==> src/rtl/ecmac_pkg.sv <==
// Shared types and fixed constants of the conductivity meter with autoranging and calibration.
package ecmac_pkg;

  // Field widths of the transactions
  localparam int unsigned V_W   = 17;
  localparam int unsigned T_W   = 11;
  localparam int unsigned EC_W  = 24;
  localparam int unsigned ST_W  = 3;
  localparam int unsigned K_W   = 16;

  // Internal widths that do not depend on the shunt or gain parameters
  localparam int unsigned TF_W  = 17;           // 17200 + 37*t stays below 2^17
  localparam int unsigned VK_W  = V_W + K_W;    // voltage times cell constant
  localparam int unsigned DIV_QW = EC_W + 1;    // quotient bits, top bit flags overflow

  // Configuration port
  localparam int unsigned CFG_IDX_W  = 2;
  localparam int unsigned CFG_DATA_W = 16;
  localparam logic [CFG_IDX_W-1:0] CFG_CAL_MODE = 2'd0;
  localparam logic [CFG_IDX_W-1:0] CFG_K_LOW    = 2'd1;
  localparam logic [CFG_IDX_W-1:0] CFG_K_HIGH   = 2'd2;

  localparam logic [K_W-1:0] K_RESET = 16'd16384;   // 1.0 in Q2.14

  // Temperature factor times 32000 is TF_BASE + TF_SLOPE * t
  localparam int unsigned TF_BASE  = 17200;
  localparam int unsigned TF_SLOPE = 37;

  // Buffer recognition: 10000*v against shunt*gain times these factors
  localparam int unsigned V_SCALE_CAL = 10000;
  localparam int unsigned BUF_LO_MIN  = 144;
  localparam int unsigned BUF_LO_MAX  = 304;
  localparam int unsigned BUF_HI_MIN  = 1440;
  localparam int unsigned BUF_HI_MAX  = 2688;

  // Range hysteresis: v*k*25 against SG<<14 and v*k*125 against SG<<16
  localparam int unsigned HYS_HI_MUL   = 25;
  localparam int unsigned HYS_LO_MUL   = 125;
  localparam int unsigned HYS_HI_SHIFT = 14;
  localparam int unsigned HYS_LO_SHIFT = 16;

  // Measurement quotient v*k*EC_SCALE / (SG*tf)
  localparam int unsigned EC_SCALE   = 8000000;
  localparam int unsigned EC_SCALE_W = 23;

  // Cell constant quotient SG*buffer*K_NUM_SCALE*tf / (K_DEN_SCALE*v)
  localparam int unsigned BUF_LOW_VAL   = 1413;
  localparam int unsigned BUF_HIGH_VAL  = 12880;
  localparam int unsigned K_NUM_SCALE   = 128;
  localparam int unsigned K_NUM_EXTRA_W = 21;   // 12880*128 stays below 2^21
  localparam int unsigned K_DEN_SCALE   = 15625000;
  localparam int unsigned K_DEN_SCALE_W = 24;
  localparam int unsigned K_MIN_SHIFT   = 13;   // 0.5 in Q2.14
  localparam int unsigned K_MAX_MUL     = 24576; // 1.5 in Q2.14
  localparam int unsigned K_MAX_MUL_W   = 15;

  typedef enum logic [ST_W-1:0] {
    ST_MEASURED    = 3'd0,
    ST_LOW_STORED  = 3'd1,
    ST_HIGH_STORED = 3'd2,
    ST_NO_BUFFER   = 3'd3,
    ST_K_RANGE     = 3'd4,
    ST_ADC_FAILED  = 3'd5
  } status_t;

  typedef struct packed {
    logic [V_W-1:0] probe_voltage;
    logic [T_W-1:0] temp_sixteenths;
    logic           adc_failed;
  } in_item_t;

  typedef struct packed {
    logic [EC_W-1:0] ec_value;
    status_t         status;
    logic [K_W-1:0]  k_value;
  } out_item_t;

  typedef struct packed {
    logic              done;
    logic [DIV_QW-1:0] quo;
  } div_res_t;

endpackage

==> src/rtl/ecmac_div.sv <==
// Iterative restoring divider with one compare-and-subtract step per cycle.
module ecmac_div
  import ecmac_pkg::*;
#(
  parameter int unsigned DIV_W = 66,
  parameter int unsigned DEN_W = 42
) (
  input  logic             clk,
  input  logic             rst_n,
  input  logic             start,
  input  logic [DIV_W-1:0] num,
  input  logic [DEN_W-1:0] den,
  output div_res_t         res
);

  localparam int unsigned CNT_W = $clog2(DIV_QW);
  localparam logic [CNT_W-1:0] CNT_LAST = CNT_W'(DIV_QW - 1);

  logic              busy_r, busy_nxt;
  logic              done_r, done_nxt;
  logic [CNT_W-1:0]  cnt_r, cnt_nxt;
  logic [DIV_W-1:0]  rem_r, rem_nxt;
  logic [DIV_W-1:0]  ds_r, ds_nxt;
  logic [DIV_QW-1:0] quo_r, quo_nxt;
  logic              ge;

  assign ge = (rem_r >= ds_r);

  always_comb begin
    busy_nxt = busy_r;
    done_nxt = 1'b0;
    cnt_nxt  = cnt_r;
    rem_nxt  = rem_r;
    ds_nxt   = ds_r;
    quo_nxt  = quo_r;
    if (start) begin
      busy_nxt = 1'b1;
      cnt_nxt  = '0;
      rem_nxt  = num;
      // The first step weighs the divisor by 2^(DIV_QW-1).
      ds_nxt   = DIV_W'(den) << (DIV_QW - 1);
    end else if (busy_r) begin
      quo_nxt = {quo_r[DIV_QW-2:0], ge};
      if (ge) begin
        rem_nxt = rem_r - ds_r;
      end
      ds_nxt  = ds_r >> 1;
      cnt_nxt = cnt_r + CNT_W'(1);
      if (cnt_r == CNT_LAST) begin
        busy_nxt = 1'b0;
        done_nxt = 1'b1;
      end
    end
  end

  always_ff @(posedge clk) begin
    if (!rst_n) begin
      busy_r <= 1'b0;
      done_r <= 1'b0;
      cnt_r  <= '0;
    end else begin
      busy_r <= busy_nxt;
      done_r <= done_nxt;
      cnt_r  <= cnt_nxt;
    end
    rem_r <= rem_nxt;
    ds_r  <= ds_nxt;
    quo_r <= quo_nxt;
  end

  assign res.done = done_r;
  assign res.quo  = quo_r;

endmodule

==> src/rtl/ec_meter_autorange_calibration.sv <==
// Top level of the conductivity meter: sequencer, cell constant storage and output register.
//
//   Channel  Ports                              Transfer
//   -------  ---------------------------------  ------------------------------------------
//   input    in_valid, in_ready, in_data        one sample, taken when valid and ready
//   result   out_valid, out_ready, out_data     one result per sample, held until taken
//   config   cfg_we, cfg_index, cfg_wdata       one register write per cycle with cfg_we
//
// A sample with the converter failure flag set goes from idle straight to the emit state,
// and a calibration sample outside both buffer windows passes the prepare and check states first.
// A measurement and a calibration with a recognized buffer both pass through the
// shared 25-step divider that forms both the compensated conductivity and the cell constant.
// in_ready is high only while the sequencer is idle and rises with the result; a finished
// result waits in the output register, and the next sample can be taken while it waits.
// A stalled receiver holds the sequencer in its last state until the output register is free.
// Reset is synchronous and active low; it loads 1.0 into all three cell constants.
module ec_meter_autorange_calibration
  import ecmac_pkg::*;
#(
  parameter int unsigned SHUNT_RES = 820,
  parameter int unsigned GAIN_REF  = 200
) (
  input  logic                  clk,
  input  logic                  rst_n,
  input  logic                  in_valid,
  output logic                  in_ready,
  input  in_item_t              in_data,
  output logic                  out_valid,
  input  logic                  out_ready,
  output out_item_t             out_data,
  input  logic                  cfg_we,
  input  logic [CFG_IDX_W-1:0]  cfg_index,
  input  logic [CFG_DATA_W-1:0] cfg_wdata
);

  // Shunt resistance times reference gain sets every threshold and both quotients.
  localparam longint unsigned SG = longint'(SHUNT_RES) * longint'(GAIN_REF);
  localparam int unsigned SG_W = $clog2(SG + 1);

  // Buffer recognition compares 10000*v against SG times a factor below 2^12.
  localparam int unsigned CAL_W = (SG_W + 12 > 31) ? SG_W + 12 : 31;
  localparam logic [CAL_W-1:0] CAL_LO_MIN = CAL_W'(SG * BUF_LO_MIN);
  localparam logic [CAL_W-1:0] CAL_LO_MAX = CAL_W'(SG * BUF_LO_MAX);
  localparam logic [CAL_W-1:0] CAL_HI_MIN = CAL_W'(SG * BUF_HI_MIN);
  localparam logic [CAL_W-1:0] CAL_HI_MAX = CAL_W'(SG * BUF_HI_MAX);

  // Hysteresis compares v*k*125 (below 2^40) against SG<<16.
  localparam int unsigned HYS_W = (SG_W + HYS_LO_SHIFT > 40) ? SG_W + HYS_LO_SHIFT : 40;
  localparam logic [HYS_W-1:0] HYS_HI_REF = HYS_W'(SG << HYS_HI_SHIFT);
  localparam logic [HYS_W-1:0] HYS_LO_REF = HYS_W'(SG << HYS_LO_SHIFT);

  // Numerator and denominator widths of the two quotients.
  localparam int unsigned KNC_W = SG_W + K_NUM_EXTRA_W;
  localparam int unsigned NE_W  = VK_W + EC_SCALE_W;
  localparam int unsigned NK_W  = KNC_W + TF_W;
  localparam int unsigned DE_W  = SG_W + TF_W;
  localparam int unsigned DK_W  = V_W + K_DEN_SCALE_W;
  localparam int unsigned N_W   = (NE_W > NK_W) ? NE_W : NK_W;
  localparam int unsigned D_W   = (DE_W > DK_W) ? DE_W : DK_W;
  localparam int unsigned DIV_W = (N_W + 2 > D_W + DIV_QW) ? N_W + 2 : D_W + DIV_QW;
  localparam int unsigned KC_W  = (N_W > D_W + K_MAX_MUL_W) ? N_W : D_W + K_MAX_MUL_W;

  localparam logic [KNC_W-1:0] KNUM_LOW  = KNC_W'(SG * BUF_LOW_VAL * K_NUM_SCALE);
  localparam logic [KNC_W-1:0] KNUM_HIGH = KNC_W'(SG * BUF_HIGH_VAL * K_NUM_SCALE);
  localparam logic [SG_W-1:0]  SG_C      = SG_W'(SG);

  typedef enum logic [3:0] {
    S_IDLE, S_PREP, S_HYST, S_MUL, S_MPROD, S_CAL, S_KPROD,
    S_KLO, S_KHI, S_DSTART, S_DWAIT, S_EMIT
  } state_t;

  state_t           state_r;
  logic             cal_mode_r;
  logic [K_W-1:0]   k_low_store_r;
  logic [K_W-1:0]   k_high_store_r;
  logic [K_W-1:0]   k_active_r;

  // Working registers of the current transaction
  logic [V_W-1:0]   v_r;
  logic [T_W-1:0]   t_r;
  logic [TF_W-1:0]  tf_r;
  logic [VK_W-1:0]  vk_r;
  logic [CAL_W-1:0] v10k_r;
  logic             is_low_r;
  logic             k_lo_ok_r;
  logic             k_hi_ok_r;
  logic [N_W-1:0]   n_r;
  logic [D_W-1:0]   d_r;
  out_item_t        res_r;

  logic             out_valid_r;
  out_item_t        out_data_r;

  logic [HYS_W-1:0] vk_hi;
  logic [HYS_W-1:0] vk_lo;
  logic             cal_low_hit;
  logic             cal_high_hit;
  logic [DIV_W-1:0] div_num;
  logic [D_W:0]     div_den;
  logic             div_start;
  div_res_t         div_res;
  logic             emit_go;

  assign in_ready  = (state_r == S_IDLE);
  assign out_valid = out_valid_r;
  assign out_data  = out_data_r;

  // The output register is loaded when it is empty or being emptied in this cycle.
  assign emit_go = (state_r == S_EMIT) && (!out_valid_r || out_ready);

  assign vk_hi = HYS_W'(vk_r) * HYS_W'(HYS_HI_MUL);
  assign vk_lo = HYS_W'(vk_r) * HYS_W'(HYS_LO_MUL);

  assign cal_low_hit  = (v10k_r > CAL_LO_MIN) && (v10k_r < CAL_LO_MAX);
  assign cal_high_hit = (v10k_r > CAL_HI_MIN) && (v10k_r < CAL_HI_MAX);

  // Both quotients are even-denominator round-half-up divisions, so they are formed
  // as floor((2N + D) / 2D) on the reduced numerator and denominator.
  assign div_num   = (DIV_W'(n_r) << 1) + DIV_W'(d_r);
  assign div_den   = {d_r, 1'b0};
  assign div_start = (state_r == S_DSTART);

  ecmac_div #(
    .DIV_W (DIV_W),
    .DEN_W (D_W + 1)
  ) u_div (
    .clk   (clk),
    .rst_n (rst_n),
    .start (div_start),
    .num   (div_num),
    .den   (div_den),
    .res   (div_res)
  );

  always_ff @(posedge clk) begin
    if (!rst_n) begin
      state_r        <= S_IDLE;
      cal_mode_r     <= 1'b0;
      k_low_store_r  <= K_RESET;
      k_high_store_r <= K_RESET;
      k_active_r     <= K_RESET;
      out_valid_r    <= 1'b0;
    end else begin
      if (out_valid_r && out_ready && !emit_go) begin
        out_valid_r <= 1'b0;
      end

      unique case (state_r)
        S_IDLE: begin
          if (in_valid) begin
            v_r <= in_data.probe_voltage;
            t_r <= in_data.temp_sixteenths;
            if (in_data.adc_failed) begin
              // A failed conversion is reported at once and changes no state.
              res_r.ec_value <= '0;
              res_r.status   <= ST_ADC_FAILED;
              res_r.k_value  <= k_active_r;
              state_r        <= S_EMIT;
            end else begin
              state_r <= S_PREP;
            end
          end
        end

        S_PREP: begin
          tf_r    <= TF_W'(TF_BASE) + TF_W'(t_r) * TF_W'(TF_SLOPE);
          vk_r    <= VK_W'(v_r) * VK_W'(k_active_r);
          v10k_r  <= CAL_W'(v_r) * CAL_W'(V_SCALE_CAL);
          state_r <= cal_mode_r ? S_CAL : S_HYST;
        end

        S_HYST: begin
          // Switch to the high constant above 2.5 and back below 2.0; keep it in between.
          if (vk_hi > HYS_HI_REF) begin
            k_active_r <= k_high_store_r;
          end else if (vk_lo < HYS_LO_REF) begin
            k_active_r <= k_low_store_r;
          end
          state_r <= S_MUL;
        end

        S_MUL: begin
          vk_r    <= VK_W'(v_r) * VK_W'(k_active_r);
          state_r <= S_MPROD;
        end

        S_MPROD: begin
          n_r     <= N_W'(vk_r) * N_W'(EC_SCALE);
          d_r     <= D_W'(SG_C) * D_W'(tf_r);
          state_r <= S_DSTART;
        end

        S_CAL: begin
          if (cal_low_hit) begin
            is_low_r <= 1'b1;
            state_r  <= S_KPROD;
          end else if (cal_high_hit) begin
            is_low_r <= 1'b0;
            state_r  <= S_KPROD;
          end else begin
            res_r.ec_value <= '0;
            res_r.status   <= ST_NO_BUFFER;
            res_r.k_value  <= k_active_r;
            state_r        <= S_EMIT;
          end
        end

        S_KPROD: begin
          n_r     <= N_W'(is_low_r ? KNUM_LOW : KNUM_HIGH) * N_W'(tf_r);
          d_r     <= D_W'(v_r) * D_W'(K_DEN_SCALE);
          state_r <= S_KLO;
        end

        S_KLO: begin
          k_lo_ok_r <= KC_W'(n_r) > (KC_W'(d_r) << K_MIN_SHIFT);
          state_r   <= S_KHI;
        end

        S_KHI: begin
          k_hi_ok_r <= KC_W'(n_r) < KC_W'(d_r) * KC_W'(K_MAX_MUL);
          state_r   <= S_DSTART;
        end

        S_DSTART: begin
          state_r <= S_DWAIT;
        end

        S_DWAIT: begin
          if (div_res.done) begin
            if (!cal_mode_r) begin
              // The quotient's top bit means the value does not fit in Q8.16.
              res_r.ec_value <= div_res.quo[DIV_QW-1] ? '1 : div_res.quo[EC_W-1:0];
              res_r.status   <= ST_MEASURED;
              res_r.k_value  <= k_active_r;
            end else if (k_lo_ok_r && k_hi_ok_r) begin
              res_r.ec_value <= '0;
              res_r.k_value  <= div_res.quo[K_W-1:0];
              if (is_low_r) begin
                k_low_store_r <= div_res.quo[K_W-1:0];
                res_r.status  <= ST_LOW_STORED;
              end else begin
                k_high_store_r <= div_res.quo[K_W-1:0];
                res_r.status   <= ST_HIGH_STORED;
              end
            end else begin
              res_r.ec_value <= '0;
              res_r.status   <= ST_K_RANGE;
              res_r.k_value  <= (|div_res.quo[DIV_QW-1:K_W]) ? '1 : div_res.quo[K_W-1:0];
            end
            state_r <= S_EMIT;
          end
        end

        S_EMIT: begin
          if (emit_go) begin
            out_data_r  <= res_r;
            out_valid_r <= 1'b1;
            state_r     <= S_IDLE;
          end
        end

        default: begin
          state_r <= S_IDLE;
        end
      endcase

      // Writes are to arrive only while idle, so they never race the sequencer; the block does not enforce this.
      if (cfg_we) begin
        unique case (cfg_index)
          CFG_CAL_MODE: begin
            cal_mode_r <= cfg_wdata[0];
          end
          CFG_K_LOW: begin
            k_low_store_r <= cfg_wdata[K_W-1:0];
            k_active_r    <= cfg_wdata[K_W-1:0];
          end
          CFG_K_HIGH: begin
            k_high_store_r <= cfg_wdata[K_W-1:0];
          end
          default: begin
            cal_mode_r <= cal_mode_r;
          end
        endcase
      end
    end
  end

endmodule
==> config.mk <==
export PLATFORM = sky130hd
export DESIGN_NAME = ec_meter_autorange_calibration
export DESIGN_NICKNAME = d
export VERILOG_FILES = /design/src/rtl/ecmac_pkg.sv /design/src/rtl/ecmac_div.sv /design/src/rtl/ec_meter_autorange_calibration.sv
export SDC_FILE = /design/constraint.sdc
export NUM_CORES = 2
export LEC_CHECK = 0
export BUFFER_PORTS_ARGS = -buffer_cell sky130_fd_sc_hd__buf_2
export CELL_PAD_IN_SITES_DETAIL_PLACEMENT = 1
export CELL_PAD_IN_SITES_GLOBAL_PLACEMENT = 1
export CORE_MARGIN = 4
export CORE_UTILIZATION = 53
export DETAILED_ROUTE_END_ITERATION = 10
export PLACE_DENSITY_LB_ADDON = 0.1
export SYNTH_ARGS = -nofsm -noshare
export SYNTH_HDL_FRONTEND = slang
export SYNTH_SLANG_ARGS = --single-unit
==> constraint.sdc <==
create_clock -name clk -period 10.2 [get_ports clk]
set_input_delay 1.53 -clock clk [delete_from_list [all_inputs] [get_ports clk]]
set_output_delay 1.53 -clock clk [all_outputs]
set_load 0.05 [all_outputs]
==> flow_summary_export.csv <==
group,metric,value,unit
floorplanning,chipWidth,377.7,um
worst_setup_path,crit_arrival,8.33,ns
timing,finalCriticalPeriod,7.918,ns
worst_setup_path,worstSetupPathType,"flop to flop",
synth,synthMostInstantiatedCell,"inv_1",
timing,rsz0062_at_grt,"false",
floorplanning,die_y,377.7,um
synth,synth_common_cells,"1498 x inv_1, 1131 x ha_1, 911 x fa_1",
clocking,ctsHoldBuffers,0,
layout,fin_nets,9604,
route,drt_iter0_drc,3574,
clocking,path_clk_slew,0.07,ns
place,gp_congestion,0.9422,
synth,synth_flop_cell,"edfxtp_1",
clocking,root_buffer,"clkbuf_16",
floorplanning,rows,135,
worst_setup_path,critPathMostFrequentCell,"fa_1",
timing,finalCritPeriodShare,77.62,%
synth,synthTopCellsByArea,"fa_1 25%, ha_1 20%, edfxtp_1 17%",
synth,syn-instance-count,7454,
synth,syn_area,0.07244,mm2
clocking,cts_tree,"yes",
floorplanning,io_pins,97,
synth,yosys.area.top_type,"fa_1",
place,numPortBuffers,96,
worst_setup_path,worstSetupEndpointType,"flop",
route,vias,54720,
timing,drv_slew,0,
timing,tightest_slew,1.279,ns
layout,n_fill_cell,15250,
hold_path,min_path_type,"flop to flop",
floorplanning,placeableCoreArea,0.1356,mm2
job,maxCapViolations,0,
layout,drive_gt1_share,4.511,%
clocking,cts_resized,0,
timing,max_freq,0.1263,GHz
timing,worst_clock_skew,0.03662,ns
route,first_pass_iters,5,
route,finalWirelength,224.2,mm
floorplanning,initial_core_util,53.41,%
floorplanning,dieArea,0.1427,mm2
layout,syn_to_final_growth,6.351,%
synth,yosysWarnings,0,
status,status,"finished clean",
timing,setup_violations,0,
clocking,clk_latency,0.69,ns
global_routing,grt_max_degree,90,
worst_setup_path,crit_chain,"inv_1, fa_1, fa_1, inv_1, fa_1, fa_1, ha_1, inv_1, fa_1, inv_1, ha_1, a21o_1, a21oi_1, o21ai_0, a221oi_1, a21boi_1, a211oi_1, o211ai_1, a41oi_2, o21ai_0, or3b_2, a31oi_1, xnor2_1, nor2_1",
synth,synth_async_sr_flop_share,0,%
synth,synth-edff-count,411,
worst_setup_path,worstPathRequired,10.61,ns
timing,relSlewSlack,14.73,%
synth,yosysUniqueCellTypes,101,
route,wire_per_inst,24.00,um
synth,synth_top_area_share,25.17,%
clocking,clock_path_buffers,3,
global_routing,gr-total-overflow,0,
timing,fin_tns_setup,0,ns
timing,hold_viol_final,0,
route,via_per_inst,5.858,
global_routing,grt_pass1_vias,59430,
clocking,htree_levels,2,
place,hpwl,187.1,mm
global_routing,grt_pass1_wl,349.8,mm
worst_setup_path,cp_max_fo,8,
route,drtAntennaViolNets,0,
route,route.detailed.drc,0,
worst_setup_path,cp_slowest_cell,"edfxtp_1",
synth,seq_area_frac_synth,19.41,%
worst_setup_path,start_kind,"flop",
synth,yosys_register_bits,497,
synth,syn_avg_cell_area,9.719,um2
worst_setup_path,max_stage_delay,0.63,ns
global_routing,grt_usage,31.78,%
clocking,postCtsSetupBuffers,0,
clocking,clock-sinks,497,
clocking,cts-buffers-inserted,60,
global_routing,grt_antenna_before_repair,10,
[worst max-delay path: cells and delay by family, from the launching register on]
kind	cells	cell delay, ns
buf+inv	4	0.45
simple gates	2	0.54
flops	1	0.63
xor+xnor	1	0.14
fa+ha+maj	7	3.49
compound gates	10	2.36
[cells by family (layout without fill, tap and decap cells)]
family | after synthesis | in the layout | share of synthesized area (%)
AOI/OAI and AO/OA | 1353 | 1353 | 12.22
xor gates and xnor gates | 334 | 334 | 4.038
adders and majority gates | 2042 | 2042 | 44.71
buffers and inverters | 1659 | 1762 | 8.636
DFF | 497 | 497 | 19.41
muxes | 63 | 63 | 0.8791
other | 2 | 5 | 0.01037
and+or+nand+nor | 1504 | 1504 | 10.09
[metrics by stage]
stage	util [%]	worst slack, ns	hold slack (ns)	instances	cell area (um2)
after global routing	56.80	1.840	0.4230	9340	77040
after global placement	55.30	2.504	0.4027	9229	75010
final	56.80	2.282	0.4206	9341	77040
after CTS	56.80	2.346	0.4215	9340	77040
after floorplan	-	1.641	0.4003	7456	72450
after detailed placement	55.30	2.400	0.4063	9229	75010
[per-layer routing]
layer / vias up / GRT usage [%] / wire length (um)
li1: 24940 / - / -
met1: 28080 / 44.71 / 100500
met2: 1396 / 51.96 / 104300
met3: 304 / 3.868 / 12020
met4: 8 / 8.894 / 7235
met5: - / 0 / 58
[registers in the layout (all words and copies together), names as in the netlist, 17 cells and up]
| register | flops |
|---|---|
| out_data | 43 |
| u_div.quo_r | 25 |
| v10k_r | 27 |
| d_r | 38 |
| n_r | 47 |
| tf_r | 17 |
| u_div.ds_r | 66 |
| u_div.rem_r | 66 |
| v_r | 17 |
| res_r | 43 |
| vk_r | 33 |
[path summary, 6_finish.rpt]
path / start / end / slack (ns) / cells after the start
hold reg to reg: res_r[31]$_SDFFCE_PP0P_ / out_data[31]$_DFFE_PP_ / 0.42 / 0
hold / removal: res_r[31]$_SDFFCE_PP0P_ / out_data[31]$_DFFE_PP_ / 0.42 / 0
setup / recovery: vk_r[5]$_DFFE_PP_ / n_r[55]$_SDFFCE_PP0P_ / 2.28 / 24
setup reg to reg: vk_r[5]$_DFFE_PP_ / n_r[55]$_SDFFCE_PP0P_ / 2.28 / 24
[final cells by class]
| class | count | area, um2 | area share, % |
|---|---|---|---|
| timing repair buffer | 153 | 908.4 | 1.179 |
| clock buffer | 77 | 1678 | 2.178 |
| clock inverter | 34 | 357.8 | 0.4645 |
| inverter | 1498 | 5623 | 7.298 |
| antenna | 1 | 2.502 | 0.003248 |
| sequential | 497 | 14060 | 18.26 |
| multi-input combinational | 5300 | 52180 | 67.73 |
| tap | 1781 | 2228 | 2.892 |
[cells in the final DEF, fill, tap and decap left out, types with 19 or more instances in the layout]
master	netlist	layout
o21a_1	79	79
inv_1	1498	1498
and3_1	49	47
a21o_1	179	178
and2_1	125	124
xnor2_1	192	192
or3_1	29	29
mux2i_1	58	58
nand2b_1	99	98
ha_1	1131	1131
buf_2	8	96
o22a_1	19	19
buf_4	1	57
fa_1	911	911
nor2b_1	60	60
nand2_1	490	489
nor3_1	85	84
nand3_1	103	103
o211ai_1	22	22
clkbuf_16	0	62
dfxtp_1	86	85
o21bai_1	51	51
xor2_1	142	142
nand4_1	52	52
a31oi_1	53	53
a211oi_1	57	57
nor2_1	310	307
or2_2	28	28
o31ai_1	27	27
o21ai_0	290	290
edfxtp_1	411	411
a21oi_1	378	378
Power is left out: the tool's default activity adds up to more than one toggle a clock period on the data nets, which glitch-free logic cannot reach.
